## config.mk

```make
export PLATFORM = sky130hd
export DESIGN_NAME = avcc_nal_scanner_annexb_converter_unit
export DESIGN_NICKNAME = d
export VERILOG_FILES = /design/src/design/avnal_pkg.sv /design/src/design/avcc_nal_scanner_annexb_converter_unit.sv /design/src/design/avnal_hdr_class.sv
export SDC_FILE = /design/constraint.sdc
export NUM_CORES = 1
export LEC_CHECK = 0
export CORE_MARGIN = 4
export CORE_UTILIZATION = 40
export CTS_BUF_LIST = sky130_fd_sc_hd__clkbuf_4
export DETAILED_ROUTE_END_ITERATION = 8
export DONT_BUFFER_PORTS = 1
export GPL_TIMING_DRIVEN = 0
export PLACE_DENSITY_LB_ADDON = 0.05
export SETUP_SLACK_MARGIN = 0.15
export SLEW_MARGIN = 20
export SYNTH_ARGS = -nofsm -noshare
export SYNTH_HDL_FRONTEND = slang
export SYNTH_SLANG_ARGS = --single-unit
```

## constraint.sdc

```tcl
create_clock -name clk -period 6.25 [get_ports clk]
set_input_delay 0.9375 -clock clk [delete_from_list [all_inputs] [get_ports clk]]
set_output_delay 0.9375 -clock clk [all_outputs]
set_load 0.03 [all_outputs]
```

## src/design/avnal_pkg.sv

```systemverilog
`default_nettype none
package avnal_pkg;

  // codec codes
  localparam logic [1:0] CODEC_UNKNOWN = 2'd0;
  localparam logic [1:0] CODEC_H264    = 2'd1;
  localparam logic [1:0] CODEC_HEVC    = 2'd2;

  // parameter set codes
  localparam logic [1:0] PARAM_NONE = 2'd0;
  localparam logic [1:0] PARAM_VPS  = 2'd1;
  localparam logic [1:0] PARAM_SPS  = 2'd2;
  localparam logic [1:0] PARAM_PPS  = 2'd3;

  // request codes
  localparam logic REQ_BYTE  = 1'b0;
  localparam logic REQ_CLEAR = 1'b1;

  // nal header types
  localparam logic [5:0] HEVC_VPS_TYPE = 6'd32;
  localparam logic [5:0] HEVC_SPS_TYPE = 6'd33;
  localparam logic [5:0] HEVC_PPS_TYPE = 6'd34;
  localparam logic [4:0] AVC_SPS_TYPE  = 5'd7;
  localparam logic [4:0] AVC_PPS_TYPE  = 5'd8;

  localparam logic [3:0] PREFIX_LEN      = 4'd8;
  localparam logic [2:0] LEN_FIELD_LAST  = 3'd3;
  localparam logic [2:0] PHASE_HEADER    = 3'd4;
  localparam int         FRAME_FIELD_W   = 24;
  localparam logic [7:0] START_CODE_ZERO = 8'h00;
  localparam logic [7:0] START_CODE_ONE  = 8'h01;

  typedef struct packed {
    logic        req_type;
    logic [7:0]  data_byte;
    logic        first_of_frame;
    logic [23:0] frame_bytes;
  } req_item_t;

  typedef struct packed {
    logic [7:0] out_byte;
    logic [1:0] codec_kind;
    logic [5:0] unit_type;
    logic [1:0] param_kind;
    logic       sets_ready;
    logic       scan_stopped;
    logic       frame_end;
    logic       run_last;
  } rsp_item_t;

  typedef struct packed {
    logic [1:0] codec_kind;
    logic [5:0] unit_type;
    logic [1:0] param_kind;
  } hdr_info_t;

endpackage
`default_nettype wire

```

## src/design/avcc_nal_scanner_annexb_converter_unit.sv

```systemverilog
`default_nettype none
// Length-prefixed NAL scanner and Annex B converter. One frame byte enters per
// item on the req channel; each item leaves zero, one or four result items on
// the rsp channel (four only where an HEVC length field is rewritten to the
// 00 00 00 01 start code). An item is held in an input register, worked by
// combinational logic against the scanner state and loaded into a result
// register that drains one result per cycle while rsp_stall is low. Items are
// taken every cycle while results are single and the receiver does not stall;
// after a start code the next item waits in the input register until the
// last start-code byte is taken. Clear requests, prefix bytes and stray
// bytes outside a frame give no result. The one register, has_time_prefix, is
// written through cfg_valid/cfg_data, always ready.
module avcc_nal_scanner_annexb_converter_unit
  import avnal_pkg::*;
#(
  parameter int FRAME_LEN_BITS = 24
) (
  input  wire logic      clk,
  input  wire logic      rst,
  input  wire logic      req_valid,
  output logic           req_stall,
  input  wire req_item_t req,
  output logic           rsp_valid,
  input  wire logic      rsp_stall,
  output rsp_item_t      rsp,
  input  wire logic      cfg_valid,
  output logic           cfg_ready,
  input  wire logic      cfg_data
);

  // frame length as kept: the field cut to the smaller of FRAME_LEN_BITS and FRAME_FIELD_W
  localparam int BL_W = (FRAME_LEN_BITS < FRAME_FIELD_W) ? FRAME_LEN_BITS : FRAME_FIELD_W;

  // configuration
  logic has_time_prefix;

  // input register
  logic      inq_valid;
  req_item_t inq;

  // scanner state
  logic [1:0]      codec_seen, codec_seen_next;
  logic [BL_W-1:0] bytes_left, bytes_left_next;
  logic [3:0]      prefix_left, prefix_left_next;
  logic [2:0]      length_phase, length_phase_next;
  logic [31:0]     length_bytes, length_bytes_next;
  logic [BL_W-1:0] unit_left, unit_left_next;
  logic [5:0]      current_type, current_type_next;
  logic [1:0]      current_param, current_param_next;
  logic            stopped, stopped_next;
  logic            have_vps, have_vps_next;
  logic            have_sps, have_sps_next;
  logic            have_pps, have_pps_next;

  // result register: one byte or a whole start code plus shared status
  logic [1:0] idx;
  logic [7:0] b_byte;
  logic       b_four;
  logic [1:0] b_codec;
  logic [5:0] b_type;
  logic [1:0] b_param;
  logic       b_ready;
  logic       b_stop;
  logic       b_fend;

  // item work
  logic            emit;
  logic            emit_four;
  logic            hevc;
  logic [BL_W-1:0] rem;
  logic [31:0]     lb_new;
  logic            ready_next;
  hdr_info_t       hinfo;

  // handshake
  logic rsp_last;
  logic drain;
  logic fire;

  avnal_hdr_class u_hdr (
    .hdr        (inq.data_byte),
    .codec_seen (codec_seen),
    .info       (hinfo)
  );

  always_comb begin
    codec_seen_next    = codec_seen;
    bytes_left_next    = bytes_left;
    prefix_left_next   = prefix_left;
    length_phase_next  = length_phase;
    length_bytes_next  = length_bytes;
    unit_left_next     = unit_left;
    current_type_next  = current_type;
    current_param_next = current_param;
    stopped_next       = stopped;
    have_vps_next      = have_vps;
    have_sps_next      = have_sps;
    have_pps_next      = have_pps;
    emit      = 1'b0;
    emit_four = 1'b0;
    hevc      = (codec_seen == CODEC_HEVC);
    rem       = '0;
    lb_new    = {length_bytes[23:0], inq.data_byte};

    if (inq.req_type == REQ_CLEAR) begin
      // new sender: forget codec, sets and frame
      codec_seen_next    = CODEC_UNKNOWN;
      bytes_left_next    = '0;
      prefix_left_next   = '0;
      length_phase_next  = '0;
      length_bytes_next  = '0;
      unit_left_next     = '0;
      current_type_next  = '0;
      current_param_next = PARAM_NONE;
      stopped_next       = 1'b0;
      have_vps_next      = 1'b0;
      have_sps_next      = 1'b0;
      have_pps_next      = 1'b0;
    end else begin
      if (inq.first_of_frame) begin
        bytes_left_next    = inq.frame_bytes[BL_W-1:0];
        prefix_left_next   = has_time_prefix ? PREFIX_LEN : 4'd0;
        length_phase_next  = '0;
        length_bytes_next  = '0;
        unit_left_next     = '0;
        current_type_next  = '0;
        current_param_next = PARAM_NONE;
        stopped_next       = 1'b0;
      end
      lb_new = {length_bytes_next[23:0], inq.data_byte};
      // bytes outside a frame are ignored
      if (bytes_left_next != '0) begin
        rem = bytes_left_next;
        bytes_left_next = rem - 1'b1;
        if (prefix_left_next != 4'd0) begin
          prefix_left_next = prefix_left_next - 4'd1;
        end else if (stopped_next ||
                     (unit_left_next == '0 && length_phase_next == 3'd0 && rem < BL_W'(4))) begin
          // after a stop, or a tail too short for a length field
          emit = !hevc;
        end else if (unit_left_next == '0) begin
          // length field byte
          if (length_phase_next == 3'd0) begin
            current_type_next  = '0;
            current_param_next = PARAM_NONE;
          end
          emit = !hevc;
          if (length_phase_next == LEN_FIELD_LAST) begin
            if (lb_new == 32'd0 || lb_new > 32'(bytes_left_next)) begin
              stopped_next      = 1'b1;
              length_phase_next = 3'd0;
            end else begin
              unit_left_next    = lb_new[BL_W-1:0];
              length_phase_next = PHASE_HEADER;
              if (hevc) begin
                emit      = 1'b1;
                emit_four = 1'b1;
              end
            end
            length_bytes_next = '0;
          end else begin
            length_bytes_next = lb_new;
            length_phase_next = length_phase_next + 3'd1;
          end
        end else if (length_phase_next == PHASE_HEADER) begin
          // unit header: sniff codec and classify
          codec_seen_next    = hinfo.codec_kind;
          current_type_next  = hinfo.unit_type;
          current_param_next = hinfo.param_kind;
          case (hinfo.param_kind)
            PARAM_VPS: have_vps_next = 1'b1;
            PARAM_SPS: have_sps_next = 1'b1;
            PARAM_PPS: have_pps_next = 1'b1;
            default:   ;
          endcase
          length_phase_next = 3'd0;
          unit_left_next    = unit_left_next - 1'b1;
          emit              = 1'b1;
        end else begin
          unit_left_next = unit_left_next - 1'b1;
          emit           = 1'b1;
        end
      end
    end
    ready_next = have_sps_next && have_pps_next &&
                 (codec_seen_next != CODEC_HEVC || have_vps_next);
  end

  // result drain and input advance
  assign rsp_last  = !b_four || (idx == 2'd3);
  assign drain     = rsp_valid && !rsp_stall && rsp_last;
  assign fire      = inq_valid && (!rsp_valid || drain);
  assign req_stall = inq_valid && !fire;
  assign cfg_ready = 1'b1;

  always_comb begin
    rsp.out_byte     = b_four ? ((idx == 2'd3) ? START_CODE_ONE : START_CODE_ZERO) : b_byte;
    rsp.codec_kind   = b_codec;
    rsp.unit_type    = b_type;
    rsp.param_kind   = b_param;
    rsp.sets_ready   = b_ready;
    rsp.scan_stopped = b_stop;
    rsp.frame_end    = b_fend && rsp_last;
    rsp.run_last     = rsp_last;
  end

  // payload registers
  always_ff @(posedge clk) begin
    if (req_valid && !req_stall) begin
      inq <= req;
    end
    if (fire) begin
      b_byte  <= inq.data_byte;
      b_four  <= emit_four;
      b_codec <= codec_seen_next;
      b_type  <= current_type_next;
      b_param <= current_param_next;
      b_ready <= ready_next;
      b_stop  <= stopped_next;
      b_fend  <= (bytes_left_next == '0);
    end
  end

  // control and scanner state
  always_ff @(posedge clk) begin
    if (rst) begin
      has_time_prefix <= 1'b0;
      inq_valid       <= 1'b0;
      rsp_valid       <= 1'b0;
      idx             <= 2'd0;
      codec_seen      <= CODEC_UNKNOWN;
      bytes_left      <= '0;
      prefix_left     <= '0;
      length_phase    <= '0;
      length_bytes    <= '0;
      unit_left       <= '0;
      current_type    <= '0;
      current_param   <= PARAM_NONE;
      stopped         <= 1'b0;
      have_vps        <= 1'b0;
      have_sps        <= 1'b0;
      have_pps        <= 1'b0;
    end else begin
      if (cfg_valid && cfg_ready) begin
        has_time_prefix <= cfg_data;
      end
      if (req_valid && !req_stall) begin
        inq_valid <= 1'b1;
      end else if (fire) begin
        inq_valid <= 1'b0;
      end
      if (fire) begin
        rsp_valid     <= emit;
        idx           <= 2'd0;
        codec_seen    <= codec_seen_next;
        bytes_left    <= bytes_left_next;
        prefix_left   <= prefix_left_next;
        length_phase  <= length_phase_next;
        length_bytes  <= length_bytes_next;
        unit_left     <= unit_left_next;
        current_type  <= current_type_next;
        current_param <= current_param_next;
        stopped       <= stopped_next;
        have_vps      <= have_vps_next;
        have_sps      <= have_sps_next;
        have_pps      <= have_pps_next;
      end else if (rsp_valid && !rsp_stall) begin
        if (rsp_last) begin
          rsp_valid <= 1'b0;
        end else begin
          idx <= idx + 2'd1;
        end
      end
    end
  end

  // single results never step past the first slot
  a_single_idx: assert property (@(posedge clk) disable iff (rst)
    (rsp_valid && !b_four) |-> (idx == 2'd0))
    else $error("single result with nonzero index");

  // a unit never reaches past the end of its frame
  a_unit_in_frame: assert property (@(posedge clk) disable iff (rst)
    unit_left <= bytes_left)
    else $error("unit runs past frame end");

  // the time prefix is only skipped before any unit parsing starts
  a_prefix_first: assert property (@(posedge clk) disable iff (rst)
    (prefix_left != 4'd0) |-> (length_phase == 3'd0 && unit_left == '0))
    else $error("prefix skip overlaps unit parsing");

  // under HEVC a stopped frame gives no more results
  a_hevc_stop_quiet: assert property (@(posedge clk) disable iff (rst)
    (rsp_valid && rsp.scan_stopped) |-> (rsp.codec_kind != CODEC_HEVC))
    else $error("result after stop under HEVC");

endmodule
`default_nettype wire

```

## src/design/avnal_hdr_class.sv

```systemverilog
`default_nettype none
module avnal_hdr_class
  import avnal_pkg::*;
(
  input  wire logic [7:0] hdr,
  input  wire logic [1:0] codec_seen,
  output hdr_info_t       info
);

  logic [5:0] hevc_type;
  logic [4:0] avc_type;
  logic       hevc;

  always_comb begin
    hevc_type = hdr[6:1];
    avc_type  = hdr[4:0];
    info.codec_kind = codec_seen;
    // codec is sniffed only while still unknown
    if (codec_seen == CODEC_UNKNOWN) begin
      if (hevc_type >= HEVC_VPS_TYPE && hevc_type <= HEVC_PPS_TYPE) begin
        info.codec_kind = CODEC_HEVC;
      end else if (!hdr[7] && (avc_type == AVC_SPS_TYPE || avc_type == AVC_PPS_TYPE)) begin
        info.codec_kind = CODEC_H264;
      end
    end
    hevc = (info.codec_kind == CODEC_HEVC);
    info.unit_type = hevc ? hevc_type : {1'b0, avc_type};
    if (hevc && hevc_type == HEVC_VPS_TYPE) begin
      info.param_kind = PARAM_VPS;
    end else if (hevc ? (hevc_type == HEVC_SPS_TYPE) : (avc_type == AVC_SPS_TYPE)) begin
      info.param_kind = PARAM_SPS;
    end else if (hevc ? (hevc_type == HEVC_PPS_TYPE) : (avc_type == AVC_PPS_TYPE)) begin
      info.param_kind = PARAM_PPS;
    end else begin
      info.param_kind = PARAM_NONE;
    end
  end

endmodule
`default_nettype wire

```

After elaboration in Yosys (flattened, before gate mapping)
Index checks and enable logic that the tools add are counted.
{ "totals": {"register_bits": 162, "latch_bits": 0, "ramBits": 0, "mem_bits_ro": 0, "input_bits": 40, "out_inout_bits": 25, "word_cells": 209, "n_memories": 0} }
{ "op_classes": {"add_sub_neg": 5, "n_mul": 0, "div_mod_pow": 0, "magnitude_cmp": 4, "n_eq_ne": 14, "shift": 0, "muxes": 114, "bitwise": 4, "n_reduce_logical": 40} }
{ "ops": {"columns": ["cell", "n"], "rows": [
  ["24-bit 2-to-1 mux", 13],
  ["32-bit 2-to-1 mux", 8],
  ["6-bit 2-to-1 mux", 9],
  ["24-bit zero test", 2],
  ["24-bit by 1-bit subtractor with 24-bit output, second input constant", 2],
  ["1-bit 2-to-1 mux", 47],
  ["2-bit 2-to-1 mux", 20],
  ["32-bit by 24-bit greater-than comparator with 1-bit output", 1],
  ["32-bit zero test", 1],
  ["3-bit 2-to-1 mux", 10],
  ["24-bit by 3-bit less-than comparator with 1-bit output, second input constant", 1],
  ["4-bit 2-to-1 mux", 6],
  ["24-bit nonzero test", 1],
  ["6-bit == test, second input constant", 3],
  ["1-bit logical AND", 13],
  ["2-bit == test, second input constant", 5],
  ["8-bit 2-to-1 mux", 1],
  ["1-bit zero test", 7],
  ["7-bit OR reduction", 1],
  ["6-bit >= comparator, second input constant", 1],
  ["6-bit <= comparator, second input constant", 1],
  ["1-bit logical OR", 6],
  ["2-bit nonzero test", 3],
  ["5-bit by 3-bit == test with 1-bit output, second input constant", 1],
  ["14 further kinds", 18]
]} }

Depth between registers and ports, before layout
Gate-level depths: netlist of the first run.
{ "depth": {"depth_word": 21, "depth_mapped": 24, "ltp_nobuf": 16} }

Cells and area by module
From an unflattened synthesis of the first run, not the netlist that was laid out.
{ "unflattened": {"hier_cells": 1028, "hier_area_um2": 9047.4} }
{ "modules_own_cells": {"columns": ["mod", "instances", "cells_each", "area_each_um2", "seq_area_each_um2"], "rows": [
  ["avcc_nal_scanner_annexb_converter_unit", 1, 993, 8817.2, 3643.5],
  ["avnal_hdr_class", 1, 35, 230.2, 0.0]
]} }

Worst setup path after synthesis of the first run
No wires, ideal clock.
{ "synth_timing": {"path_type": "reg2reg", "from": "register inq[24] (netlist name)", "to": "register unit_left[6]", "setup_time_ps": 87, "arrival_time_ps": 5981, "t_required_ps": 6163, "path_slack_ps": 182, "stages_incl_launch_ff": 24, "n_path_buf": 7, "period_less_slack_ps": 6068, "cell_sequence": "edfxtp_1 buf_4 buf_2 buf_2 buf_1 clkbuf_1 buf_2 mux2i_1 ha_1 clkbuf_1 o21a_1 nand4_1 or4_1 nand3_1 nand2_1 ha_1 nand4_1 or2_2 nor4bb_1 a31oi_1 or3_1 o41ai_1 nand2_1 o31ai_1"} }
{ "synth_via": {"elab_chain_cells": 12, "word_cells_on_any_way": 33, "cone_classes": "add/sub (2); order compare (2); eq/ne (1); mux (19); reduce/logical (9)"} }
{ "synth_rtl": {"columns": ["element", "line", "rtl"], "rows": [
  ["from (decl)", "avcc_nal_scanner_annexb_converter_unit.sv:39", "req_item_t inq;"],
  ["from (signal assigned)", "avcc_nal_scanner_annexb_converter_unit.sv:210", "inq <= req;"],
  ["24-bit 2-to-1 mux", "avcc_nal_scanner_annexb_converter_unit.sv:120", "if (inq.first_of_frame) begin"],
  ["24-bit 2-to-1 mux", "avcc_nal_scanner_annexb_converter_unit.sv:105", "if (inq.req_type == REQ_CLEAR) begin"],
  ["24-bit by 1-bit subtractor with 24-bit output", "avcc_nal_scanner_annexb_converter_unit.sv:134", "bytes_left_next = rem - 1'b1;"],
  ["32-bit by 24-bit greater-than comparator with 1-bit output", "avcc_nal_scanner_annexb_converter_unit.sv:149", "if (lb_new == 32'd0 || lb_new > 32'(bytes_left_next)) begin"],
  ["1-bit logical OR", "avcc_nal_scanner_annexb_converter_unit.sv:149", null],
  ["24-bit 2-to-1 mux", "avcc_nal_scanner_annexb_converter_unit.sv:149", null],
  ["24-bit 2-to-1 mux", "avcc_nal_scanner_annexb_converter_unit.sv:148", "if (length_phase_next == LEN_FIELD_LAST) begin"],
  ["24-bit 2-to-1 mux", "avcc_nal_scanner_annexb_converter_unit.sv:141", "end else if (unit_left_next == '0) begin"],
  ["24-bit 2-to-1 mux", "avcc_nal_scanner_annexb_converter_unit.sv:137", "end else if (stopped_next ||"],
  ["24-bit 2-to-1 mux", "avcc_nal_scanner_annexb_converter_unit.sv:135", "if (prefix_left_next != 4'd0) begin"],
  ["24-bit 2-to-1 mux *", "avcc_nal_scanner_annexb_converter_unit.sv:132", "if (bytes_left_next != '0) begin"],
  ["24-bit 2-to-1 mux *", "avcc_nal_scanner_annexb_converter_unit.sv:105", null],
  ["to (signal assigned)", "avcc_nal_scanner_annexb_converter_unit.sv:260", "unit_left <= unit_left_next;"],
  ["to (decl)", "avcc_nal_scanner_annexb_converter_unit.sv:47", "logic [BL_W-1:0] unit_left, unit_left_next;"]
]} }
Every way passes the cells marked *; elsewhere a longest branch is shown, timed or not. The select of a mux whose other input is x is not followed.
A chain may end at the register's enable or synchronous reset.

Worst setup path in the final report of the first run
{ "layout_timing": {"from": "register inq[24] (netlist name)", "to": "register unit_left[0]"} }
The elaborated chain is that of the path after synthesis.

==> impl_metrics.py, run 1 <==
metrics = {
    "placement": {
        "gp_congestion": 0.8680,
        "placedCellCount": 1285,
        "io_buffers": 0,
        "dp_hpwl_um": 22270,
    },
    "clock_tree": {
        "insertion_delay_ns": 0.60,
        "clock-sinks": 154,
        "clkTransAtPathRegs_ns": 0.16,
        "cts_buffer_depth": 2,
        "htree_levels": 4,
        "cts_root_buffer": "clkbuf_4",
        "cts_tree": "built",
        "cts_buffers": 17,
    },
    "global_routing": {
        "grt_max_degree": 34,
        "antenna_found_initial": 1,
        "grt.total_usage_pct": 24.87,
        "overflow": 0,
        "grt_pass1_vias": 7902,
        "grt_pass1_wl_um": 46590,
    },
    "logic_synthesis": {
        "ys_seq_area_share_pct": 40.92,
        "synth_area_um2": 8905,
        "ys_async_sr_fraction_pct": 0,
        "syn_avg_cell_area_um2": 8.869,
        "netlist_instances": 1004,
        "ys_types": 78,
        "yosys_register_bits": 154,
        "ys_warn_count": 0,
        "ys.flop_type": "dfxtp_1",
        "synth_edf_count": 56,
        "syn-num-nets": 1074,
    },
    "worst_hold_path": {
        "hp-start": "req[22]",
        "hp-class": "in -> reg",
    },
    "sta": {
        "hold_viol": 0,
        "finalClockSkew_ns": 0.02677,
        "setup_viol": 0,
        "post-route-period-util_pct": 94.07,
        "slew_headroom_pct": 18.82,
        "setup_tns_ns": 0,
        "worst_slew_pin_slew_ns": 1.212,
        "period_needed_ns": 5.879,
        "rsz0062_at_grt": "no",
        "finalMaxSlewViolations": 0,
        "timing.fmax_mhz": 170.1,
        "hold_ws_ns": 0.4205,
    },
    "power_and_ir_drop": {
        "p_int_mw": 1.333,
        "ir_worst_vdd_mv": 0.1020,
        "p_sw_share_pct": 32.91,
        "powerDensity_nw_per_um2": 201.6,
        "seq_power_share_pct": 55.5,
        "combPwrFrac_pct": 15.3,
        "total_power_mw": 1.987,
        "p_sw_uw": 653.9,
        "p_leak_nw": 3.558,
        "p_clk_share_pct": 29.3,
    },
    "worst_setup_path": {
        "cp_common_cell": "buf_4",
        "critPathBufInv": 4,
        "critical_path.endpoint_type": "flop",
        "worst_ep_arrival_time_ns": 6.40,
        "crit_chain": "buf_4 > or4_1 > a222oi_1 > nand4_2 > nor3_1 > xnor2_1 > inv_1 > ha_1 > nand4_1 > or2_2 > nor4bb_4 > a31oi_2 > or3_4 > buf_4 > o41ai_4 > nand2_2 > buf_4 > o2bb2ai_1",
        "crit_fanout": 8,
        "critPathKind": "reg -> reg",
        "startpoint": "inq[24]",
        "cp-start-kind": "flop",
        "cpLargestDelayFamily": "simple AND/OR/NAND/NOR gates",
        "max_stage_delay_ns": 0.70,
        "required_ns": 6.77,
        "rr_startpoint": "inq[24]",
        "cp_slowest_cell": "a222oi_1",
    },
    "final_layout": {
        "drive_gt1_share_pct": 9.542,
        "fillers": 2236,
        "regArea_um2": 3643,
        "stdcell_count": 1329,
        "layout_commonest_cell": "dfxtp_1",
        "final_cell_mix": "dfxtp_1 (98), nand2_1 (89), nor2_1 (74)",
        "multi_input_area_um2": 5069,
        "final_nets": 1105,
        "final_util_pct": 45.03,
        "syn_to_final_growth_pct": 10.71,
    },
    "floorplanning": {
        "die-area_um2": 24710,
        "die_w_um": 157.2,
        "core_area_um2": 21890,
        "die_y_um": 157.2,
        "initial_utilization_pct": 40.68,
        "io_pins": 65,
        "rows": 54,
    },
    "detailed_routing": {
        "drt-total-wl_um": 31040,
        "ant_nets": 0,
        "avgRoutedWirePerCell_um": 23.35,
        "drt_pass1_iterations": 5,
        "via_per_inst": 6.218,
        "vias": 8264,
        "drc": 0,
        "drt-initial-drc-count": 659,
    },
    "run": {
        "maxCapViolCount": 0,
    },
    "run_status": {
        "status": "completed",
    },
}
[metrics by stage]
step	cell area, um^2	worst slack (ns)
after floorplan	8905	0.1819
after global placement	9255	-3.205
after detailed placement	9289	-2.611
after CTS	9692	0.1656
after global routing	9858	0.1317
final	9858	0.3706
[power groups by stage]
stage                     sequential [mW]  clock, mW  combinational, mW
after global placement               1.12          0              0.279
after global routing                 1.11      0.643              0.326
after detailed placement             1.12          0              0.281
after CTS                            1.10      0.603              0.293
after floorplan                      1.11          0              0.191
final                                1.10      0.582              0.303
[layer usage]
metal / up-vias / track usage [%] / wire (um)
li1: 3881 / - / -
met2: 351 / 41.40 / 14790
met4: 0 / 8.357 / 904
met1: 3960 / 31.98 / 13200
met5: - / 0 / 0
met3: 72 / 5.664 / 2139
[cells by family after synthesis]
logic type / count (synthesis) / share of synthesized area (%)
AO/OA/AOI/OAI: 289 / 21.92
XOR/XNOR: 29 / 2.852
adder cells (fa/ha/maj): 30 / 4.215
multiplexers: 33 / 3.766
other: 1 / 0.04211
buffers and inverters: 86 / 4.145
flip-flops: 154 / 40.92
AND/OR/NAND/NOR: 382 / 22.14
[worst reg2reg max path, stage by stage, from the launching register on]
cell	delay [ns]
edfxtp_1	0.51
buf_4	0.22
or4_1	0.50
a222oi_1	0.70
nand4_2	0.60
nor3_1	0.37
xnor2_1	0.21
inv_1	0.13
ha_1	0.30
nand4_1	0.10
or2_2	0.35
nor4bb_4	0.29
a31oi_2	0.10
or3_4	0.44
buf_4	0.16
o41ai_4	0.28
nand2_2	0.21
buf_4	0.23
o2bb2ai_1	0.11
[worst paths after layout]
check	endpoint	slack [ns]	cells past startpoint
setup / recovery	unit_left[0]	0.37	18
hold / removal	inq[22]	0.42	0
setup reg to reg	unit_left[0]	0.37	18
hold reg to reg	current_type[3]	0.47	1
[flip-flops by register name, summed over array words and instances, names as in the netlist, 3 cells and up]
| register | cells |
|---|---|
| b_type | 6 |
| inq | 34 |
| bytes_left | 24 |
| length_phase | 3 |
| length_bytes | 24 |
| unit_left | 24 |
| prefix_left | 4 |
| current_type | 6 |
| b_byte | 8 |
[repair_timing]
item	4_1_cts	5_1_grt
setup endpoints to repair	30	26
setup buffers	4	7
hold buffers	0	0
resized for setup	32	18
pin swaps	3	3
[cell type report]
class	count	area share, %
diodes	1	0.02538
clock buffers	18	1.371
flip-flops and latches	154	36.96
inverters	27	1.028
plain buffers	59	3.440
multi-input cells	764	51.42
clock inverters	14	1.168
well taps	280	3.554
repair buffers	12	1.041
[cell usage after synthesis (5+ instances only)]
cell	number	area, um^2
xnor2_1	15	131.4
nand2b_1	6	37.54
o221ai_1	6	52.55
o21a_1	9	67.56
buf_2	6	30.03
o31ai_1	14	105.1
a22oi_1	9	67.56
nor3b_1	7	52.55
dfxtp_1	98	1962
nand2_1	90	337.8
and2_1	5	31.28
o22ai_1	9	56.30
a21o_1	7	52.55
buf_1	7	26.28
a211o_1	5	43.79
a22o_1	28	245.2
a31oi_1	15	93.84
buf_4	6	45.04
nor2b_1	28	175.2
a211oi_1	6	45.04
a21oi_1	68	340.3
nand4_1	14	87.58
clkbuf_1	37	138.9
nor2_1	74	277.8
ha_1	30	375.4
o21ai_0	64	320.3
or4b_2	5	50.05
or4_1	9	67.56
and3_1	9	56.30
mux2i_1	29	290.3
xor2_1	14	122.6
nor4_1	27	168.9
edfxtp_1	56	1682
o211ai_1	6	45.04
inv_1	27	101.4
o41ai_1	5	43.79
nor3_1	59	295.3
or3_1	7	43.79
nand3_1	22	110.1
Power figures use the tool's default switching activity.
==> inputs of run 2 (changes only) <==
--- a/config.mk
+++ b/config.mk
@@ -16,4 +16,5 @@
 export SLEW_MARGIN = 20
 export SYNTH_ARGS = -nofsm -noshare
 export SYNTH_HDL_FRONTEND = slang
+export SYNTH_HIERARCHICAL = 1
 export SYNTH_SLANG_ARGS = --single-unit
==> run 2 against run 1 <==
Against the previous run:
- utilization decreased by 0.34 points
- critical path depth increased by 4
- synthesized cell count increased by 2.4%
- sequential power about the same
- clock power increased by 18%
- count of clock-buffer cells in the layout decreased by 1
- largest cell class unchanged
- largest power group unchanged
==> impl_metrics.py, run 2 <==
metrics = {
    "logic_synthesis": {
        "ys_async_sr_fraction_pct": 0,
        "ys_seq_area_share_pct": 40.27,
        "ys_top_cells_by_area": "dfxtp_1 (22%), edfxtp_1 (19%), o21ai_0 (4.2%)",
        "yosys_register_bits": 154,
        "syn_avg_cell_area_um2": 8.801,
        "ys.flop_type": "dfxtp_1",
        "netlist.area_leader.share_pct": 21.68,
        "syn-num-nets": 1098,
        "netlist_instances": 1028,
        "synth_common_cells": "nand2_1 (100), dfxtp_1 (98), nor2_1 (84), o21ai_0 (76), a21oi_1 (73)",
        "ys_types": 84,
        "synth_largest_area_cell": "dfxtp_1",
        "ys_warn_count": 6,
        "synth_area_um2": 9047,
        "synth.most_common_cell": "nand2_1",
        "synth_edf_count": 56,
    },
    "worst_setup_path": {
        "critical_path.endpoint_type": "flop",
        "crit_fanout": 10,
        "cp-start-kind": "flop",
        "cp_slowest_cell": "or4_1",
        "critPathKind": "reg -> reg",
        "required_ns": 6.74,
        "max_stage_delay_ns": 0.64,
        "cp_common_cell": "buf_4",
        "crit_chain": "buf_4 > buf_4 > buf_6 > clkbuf_4 > mux2i_2 > ha_1 > inv_1 > a21oi_4 > buf_4 > nand4b_1 > xor2_1 > mux2i_1 > inv_1 > ha_1 > nand4_1 > a31oi_1 > nor4_2 > mux2_2 > a31oi_4 > or4_1 > a22o_1 > a32o_1",
        "worst_ep_arrival_time_ns": 6.34,
        "cpLargestDelayFamily": "buffers and inverters",
        "critPathBufInv": 7,
    },
    "detailed_routing": {
        "drt_pass1_iterations": 8,
        "avgRoutedWirePerCell_um": 22.43,
        "dr.max_layer_used": "met4",
        "via_per_inst": 6.016,
        "met1Wirelength_um": 13300,
        "drt-total-wl_um": 30170,
        "drt-initial-drc-count": 515,
        "route.met3.wl_um": 1772,
        "ant_nets": 0,
        "wl_met2_um": 14380,
        "vias": 8092,
        "drc": 0,
    },
    "sta": {
        "post-route-period-util_pct": 93.58,
        "hold_viol": 0,
        "rsz0062_at_grt": "no",
        "fin_ws_ns": 0.4010,
        "slew_headroom_pct": 19.84,
        "timing.fmax_mhz": 171.0,
        "setup_tns_ns": 0,
        "setup_viol": 0,
        "finalMaxSlewViolations": 0,
        "worst_slew_pin_slew_ns": 1.190,
        "finalClockSkew_ns": 0.02441,
        "hold_ws_ns": 0.4298,
        "period_needed_ns": 5.849,
    },
    "global_routing": {
        "grt.total_usage_pct": 24.29,
        "grt_max_degree": 29,
        "grt_pass1_vias": 7861,
        "overflow": 0,
        "grt_pass1_wl_um": 46260,
        "antenna_found_initial": 1,
    },
    "clock_tree": {
        "clock-sinks": 154,
        "insertion_delay_ns": 0.59,
        "clkTransAtPathRegs_ns": 0.16,
        "cts_buffers": 17,
        "cts_buffer_depth": 2,
        "cts_tree": "built",
        "cts_root_buffer": "clkbuf_4",
        "htree_levels": 4,
        "hold_buffers": 0,
    },
    "floorplanning": {
        "initial_utilization_pct": 41.08,
        "core_area_um2": 22030,
        "rows": 54,
        "io_pins": 65,
        "die-area_um2": 25090,
        "die_w_um": 158.4,
        "die_y_um": 158.4,
    },
    "final_layout": {
        "final_nets": 1121,
        "final_area_um2": 9843,
        "regMostFlops": "inq",
        "drive_gt1_share_pct": 9.680,
        "final_util_pct": 44.69,
        "layout_commonest_cell": "nand2_1",
        "final_cell_mix": "nand2_1 (100), dfxtp_1 (98), nor2_1 (82)",
        "fillers": 2219,
        "largest_register_ffs": 34,
        "syn_to_final_growth_pct": 8.795,
    },
    "run": {
        "maxCapViolCount": 0,
    },
    "run_status": {
        "status": "completed",
    },
    "placement": {
        "dp_hpwl_um": 21840,
        "dpl-instance-area_um2": 9425,
        "io_buffers": 0,
        "dp_worst_setup_slack_ns": -1.908,
        "gp_congestion": 0.8846,
    },
    "worst_hold_path": {
        "hp-class": "in -> reg",
    },
    "power_and_ir_drop": {
        "powerDensity_nw_per_um2": 210.7,
        "ir_worst_vdd_mv": 0.1176,
        "p_leak_nw": 3.664,
    },
}
==> run 2: changes by cell type after synthesis, sizes merged, moves of 6 or more <==
cell | before | now
o21ai | 68 | 85
a22o | 28 | 18
o31ai | 15 | 8
nand2 | 91 | 100
nor2 | 75 | 84
nor2b | 28 | 43
o22ai | 9 | 2
or3 | 7 | 13
o21a | 9 | 2
nor3 | 60 | 37
nor4 | 27 | 16
a31oi | 15 | 21
==> run 2: area by class of cell <==
type / count / area, um^2 / area share (%)
Multi-Input combinational cell: 787 / 5096 / 51.77
Tap cell: 280 / 350.3 / 3.559
Clock buffer: 17 / 127.6 / 1.297
Timing Repair Buffer: 4 / 42.54 / 0.4322
Sequential cell: 154 / 3643 / 37.02
Antenna cell: 1 / 2.502 / 0.02542
Clock inverter: 15 / 173.9 / 1.767
Inverter: 28 / 105.1 / 1.068
Buffer: 59 / 301.5 / 3.063
==> run 2: report_power, final <==
part / total (mW) / leakage, nW / internal [mW] / switching (mW)
logic: 0.282 / 2.16 / 0.0900 / 0.192
clock network: 0.686 / 0.168 / 0.253 / 0.433
registers: 1.11 / 1.33 / 1.07 / 0.0368
total: 2.07 / 3.66 / 1.41 / 0.662
==> run 2: what timing repair did <==
action | in CTS | in global routing
setup endpoints to repair | 30 | 26
pin swaps | 1 | 0
gates resized for setup | 20 | 7
cloned | 0 | 0
setup buffers | 3 | 0
==> run 2: worst paths after layout <==
| kind | startpoint | endpoint | slack [ns] | cells after the start |
|---|---|---|---|---|
| min reg2reg | length_phase[0] | length_phase[0] | 0.47 | 2 |
| min | req[23] | inq[23] | 0.43 | 0 |
| max | inq[24] | unit_left[14] | 0.40 | 22 |
| max reg2reg | inq[24] | unit_left[14] | 0.40 | 22 |
==> run 2: cells by family after synthesis <==
logic type	synth area share, %
AND/OR/NAND/NOR	23.33
AO/OA/AOI/OAI	20.16
flip-flops	40.27
buffers and inverters	4.176
XOR/XNOR	3.665
multiplexers	4.204
adder cells (fa/ha/maj)	4.149
other	0.04145
==> run 2: layer usage <==
layer,GRT usage [%],up-vias
li1,-,3856
met2,40.57,276
met5,0,-
met4,7.311,0
met1,31.94,3917
met3,4.838,43
==> run 2: through the flow <==
step	cells	power, mW
CTS	1344	2.086
finish	1345	2.074
global route	1345	2.156
floorplan	1028	1.302
detailed placement	1309	1.398
global placement	1308	1.398
==> inputs of run 3 (changes only) <==
--- a/config.mk
+++ b/config.mk
@@ -7,7 +7,6 @@
 export LEC_CHECK = 0
 export CORE_MARGIN = 4
 export CORE_UTILIZATION = 40
-export CTS_BUF_LIST = sky130_fd_sc_hd__clkbuf_4
 export DETAILED_ROUTE_END_ITERATION = 8
 export DONT_BUFFER_PORTS = 1
 export GPL_TIMING_DRIVEN = 0
==> run 3 against run 2 <==
Against the previous run:
- die area unchanged
- clock skew shrank 0.011 ns
- critical path depth rose by 2
- final cell count about the same
- global-route usage up 0.13 points
- utilization up 1.4 points
- sequential share of layout area fell by 1.1 points
- sequential power barely moved
- power rose by 20%
==> impl_metrics.py, run 3 (synthesis results as in run 2) <==
metrics = {
    "floorplanning": {
        "rows": 54,
        "die_w_um": 158.4,
        "die_y_um": 158.4,
        "die-area_um2": 25090,
        "initial_utilization_pct": 41.08,
        "io_pins": 65,
        "core_area_um2": 22030,
    },
    "run": {
        "maxCapViolCount": 0,
    },
    "power_and_ir_drop": {
        "powerDensity_nw_per_um2": 244.4,
        "p_leak_nw": 3.804,
        "p_clk_share_pct": 44.1,
        "combPwrFrac_pct": 11.4,
        "p_sw_share_pct": 28.99,
        "p_int_mw": 1.762,
        "ir_worst_vdd_mv": 0.1740,
        "seq_power_share_pct": 44.5,
        "p_sw_uw": 719.3,
    },
    "clock_tree": {
        "cts_buffer_depth": 2,
        "clock-sinks": 154,
        "htree_levels": 4,
        "hold_buffers": 0,
        "clkTransAtPathRegs_ns": 0.07,
        "cts_tree": "built",
        "cts_buffers": 17,
        "insertion_delay_ns": 0.45,
        "cts_root_buffer": "clkbuf_16",
    },
    "final_layout": {
        "stdcell_count": 1344,
        "diodes": 0,
        "fillers": 2168,
        "regMostFlops": "inq",
        "largest_register_ffs": 34,
        "final_area_um2": 10150,
        "final_util_pct": 46.09,
        "layout_commonest_cell": "nand2_1",
        "final_cell_mix": "nand2_1 (100), dfxtp_1 (98), nor2_1 (82)",
        "final_nets": 1121,
        "syn_to_final_growth_pct": 12.21,
        "drive_gt1_share_pct": 9.774,
    },
    "sta": {
        "finalClockSkew_ns": 0.01327,
        "finalMaxSlewViolations": 0,
        "timing.fmax_mhz": 171.1,
        "setup_tns_ns": 0,
        "fin_ws_ns": 0.4047,
        "post-route-period-util_pct": 93.53,
        "hold_viol": 0,
        "period_needed_ns": 5.845,
        "setup_viol": 0,
        "slew_headroom_pct": 23.39,
        "rsz0062_at_grt": "no",
        "worst_slew_pin_slew_ns": 1.137,
    },
    "global_routing": {
        "grt.total_usage_pct": 24.42,
        "grt_max_degree": 29,
        "grt_pass1_vias": 7820,
        "antenna_found_initial": 0,
        "grt_pass1_wl_um": 46320,
        "overflow": 0,
    },
    "worst_hold_path": {
        "hp-start": "length_phase[0]",
        "whs_path_depth": 2,
        "hp-class": "reg -> reg",
        "min_to": "length_phase[0]",
    },
    "worst_setup_path": {
        "cp_slowest_cell": "or4_1",
        "crit_chain": "buf_4 > buf_4 > clkbuf_8 > clkbuf_4 > buf_6 > mux2i_1 > ha_1 > inv_1 > a21oi_4 > buf_4 > nand4b_1 > xor2_1 > mux2i_1 > inv_1 > ha_1 > nand4_1 > a31oi_1 > nor4_2 > buf_4 > mux2_2 > a31oi_4 > or4_1 > a22o_1 > a32o_1",
        "rrSetupSlack_ns": 0.40,
        "cp-start-kind": "flop",
        "critical_path.endpoint_type": "flop",
        "ff2ff_path_depth": 24,
        "max_stage_delay_ns": 0.64,
        "critPathKind": "reg -> reg",
        "crit_fanout": 10,
        "cp_common_cell": "buf_4",
        "required_ns": 6.59,
        "rr_startpoint": "inq[24]",
        "worst_ep_arrival_time_ns": 6.18,
        "r2r-end": "unit_left[14]",
    },
    "placement": {
        "dpl-instance-area_um2": 9425,
        "placedCellCount": 1309,
        "dp_worst_setup_slack_ns": -1.908,
        "io_buffers": 0,
        "dp_hpwl_um": 21840,
        "gp_congestion": 0.8846,
    },
    "run_status": {
        "status": "completed",
    },
    "detailed_routing": {
        "drc": 0,
        "ant_nets": 0,
        "drt_pass1_iterations": 6,
        "drt-initial-drc-count": 602,
        "drt-total-wl_um": 30360,
        "vias": 8058,
        "via_per_inst": 5.996,
        "avgRoutedWirePerCell_um": 22.59,
    },
}
-- run 3: changes by cell type in the layout (fill, tap and decap cells not counted) --
cell / before / now
clkbuf_16: 0 / 17
clkbuf_4: 19 / 3
buf_2: 7 / 6
buf_6: 3 / 2
clkbuf_8: 0 / 1
clkinv_1: 1 / 0
diode_2: 1 / 0
inv_2: 1 / 2
mux2i_2: 1 / 0
mux2i_4: 0 / 1
-- run 3: area by class of cell --
type	instances	area, um^2	area share, %
Multi-Input combinational cell	787	5105	50.28
Sequential cell	154	3643	35.89
Clock buffer	17	425.4	4.190
Tap cell	280	350.3	3.451
Buffer	59	306.5	3.019
Clock inverter	15	173.9	1.713
Inverter	28	105.1	1.035
Timing Repair Buffer	4	42.54	0.4190
-- run 3: layer usage --
layer	wire length [um]	share of wire, %	GRT usage [%]
met5	0	0	0
met4	752	2.5	8.205
met2	14440	48	40.65
met3	1659	5.5	3.887
met1	13510	45	32.47
-- run 3: power by group through the flow --
stage	logic, mW	clock network, mW	registers [mW]
2_1_floorplan	0.190	0	1.11
5_1_grt	0.308	1.15	1.11
4_1_cts	0.279	1.11	1.10
6_report	0.283	1.09	1.10
3_5_place_dp	0.271	0	1.13
3_3_place_gp	0.270	0	1.13
-- run 3: worst max path at each step --
| stage | startpoint | end | slack [ns] | depth (start not counted) |
|---|---|---|---|---|
| 2_1_floorplan | inq[24] | length_phase[2] | 0.73 | 23 |
| 3_3_place_gp | inq[24] | unit_left[12] | -1.93 | 23 |
| 3_5_place_dp | inq[24] | unit_left[12] | -1.91 | 23 |
| 4_1_cts | inq[24] | unit_left[16] | 0.21 | 23 |
| 5_1_grt | inq[24] | unit_left[16] | 0.17 | 25 |
| 6_report | inq[24] | unit_left[14] | 0.40 | 24 |
-- run 3: worst max-delay path: cells and delay by family, from the launching register on --
family          cells  cell delay [ns]
compound gates      5             0.84
xor+xnor            1             0.19
fa+ha+maj           2             0.52
buf+inv             9             1.95
flops               1             0.40
mux                 3             0.67
simple gates        4             1.15
-- run 3: metrics by stage --
stage,power [mW],hold WS (ns)
5_1_grt,2.563,0.4903
2_1_floorplan,1.302,0.4249
4_1_cts,2.493,0.4651
3_3_place_gp,1.398,0.4411
3_5_place_dp,1.398,0.4484
6_report,2.482,0.4595
-- run 3: what timing repair did --
| item | 4_1_cts | 5_1_grt |
|---|---|---|
| buffers inserted | 2 | 1 |
| gates resized for setup | 19 | 9 |
| setup endpoints to repair | 30 | 27 |
| pin swaps | 1 | 2 |
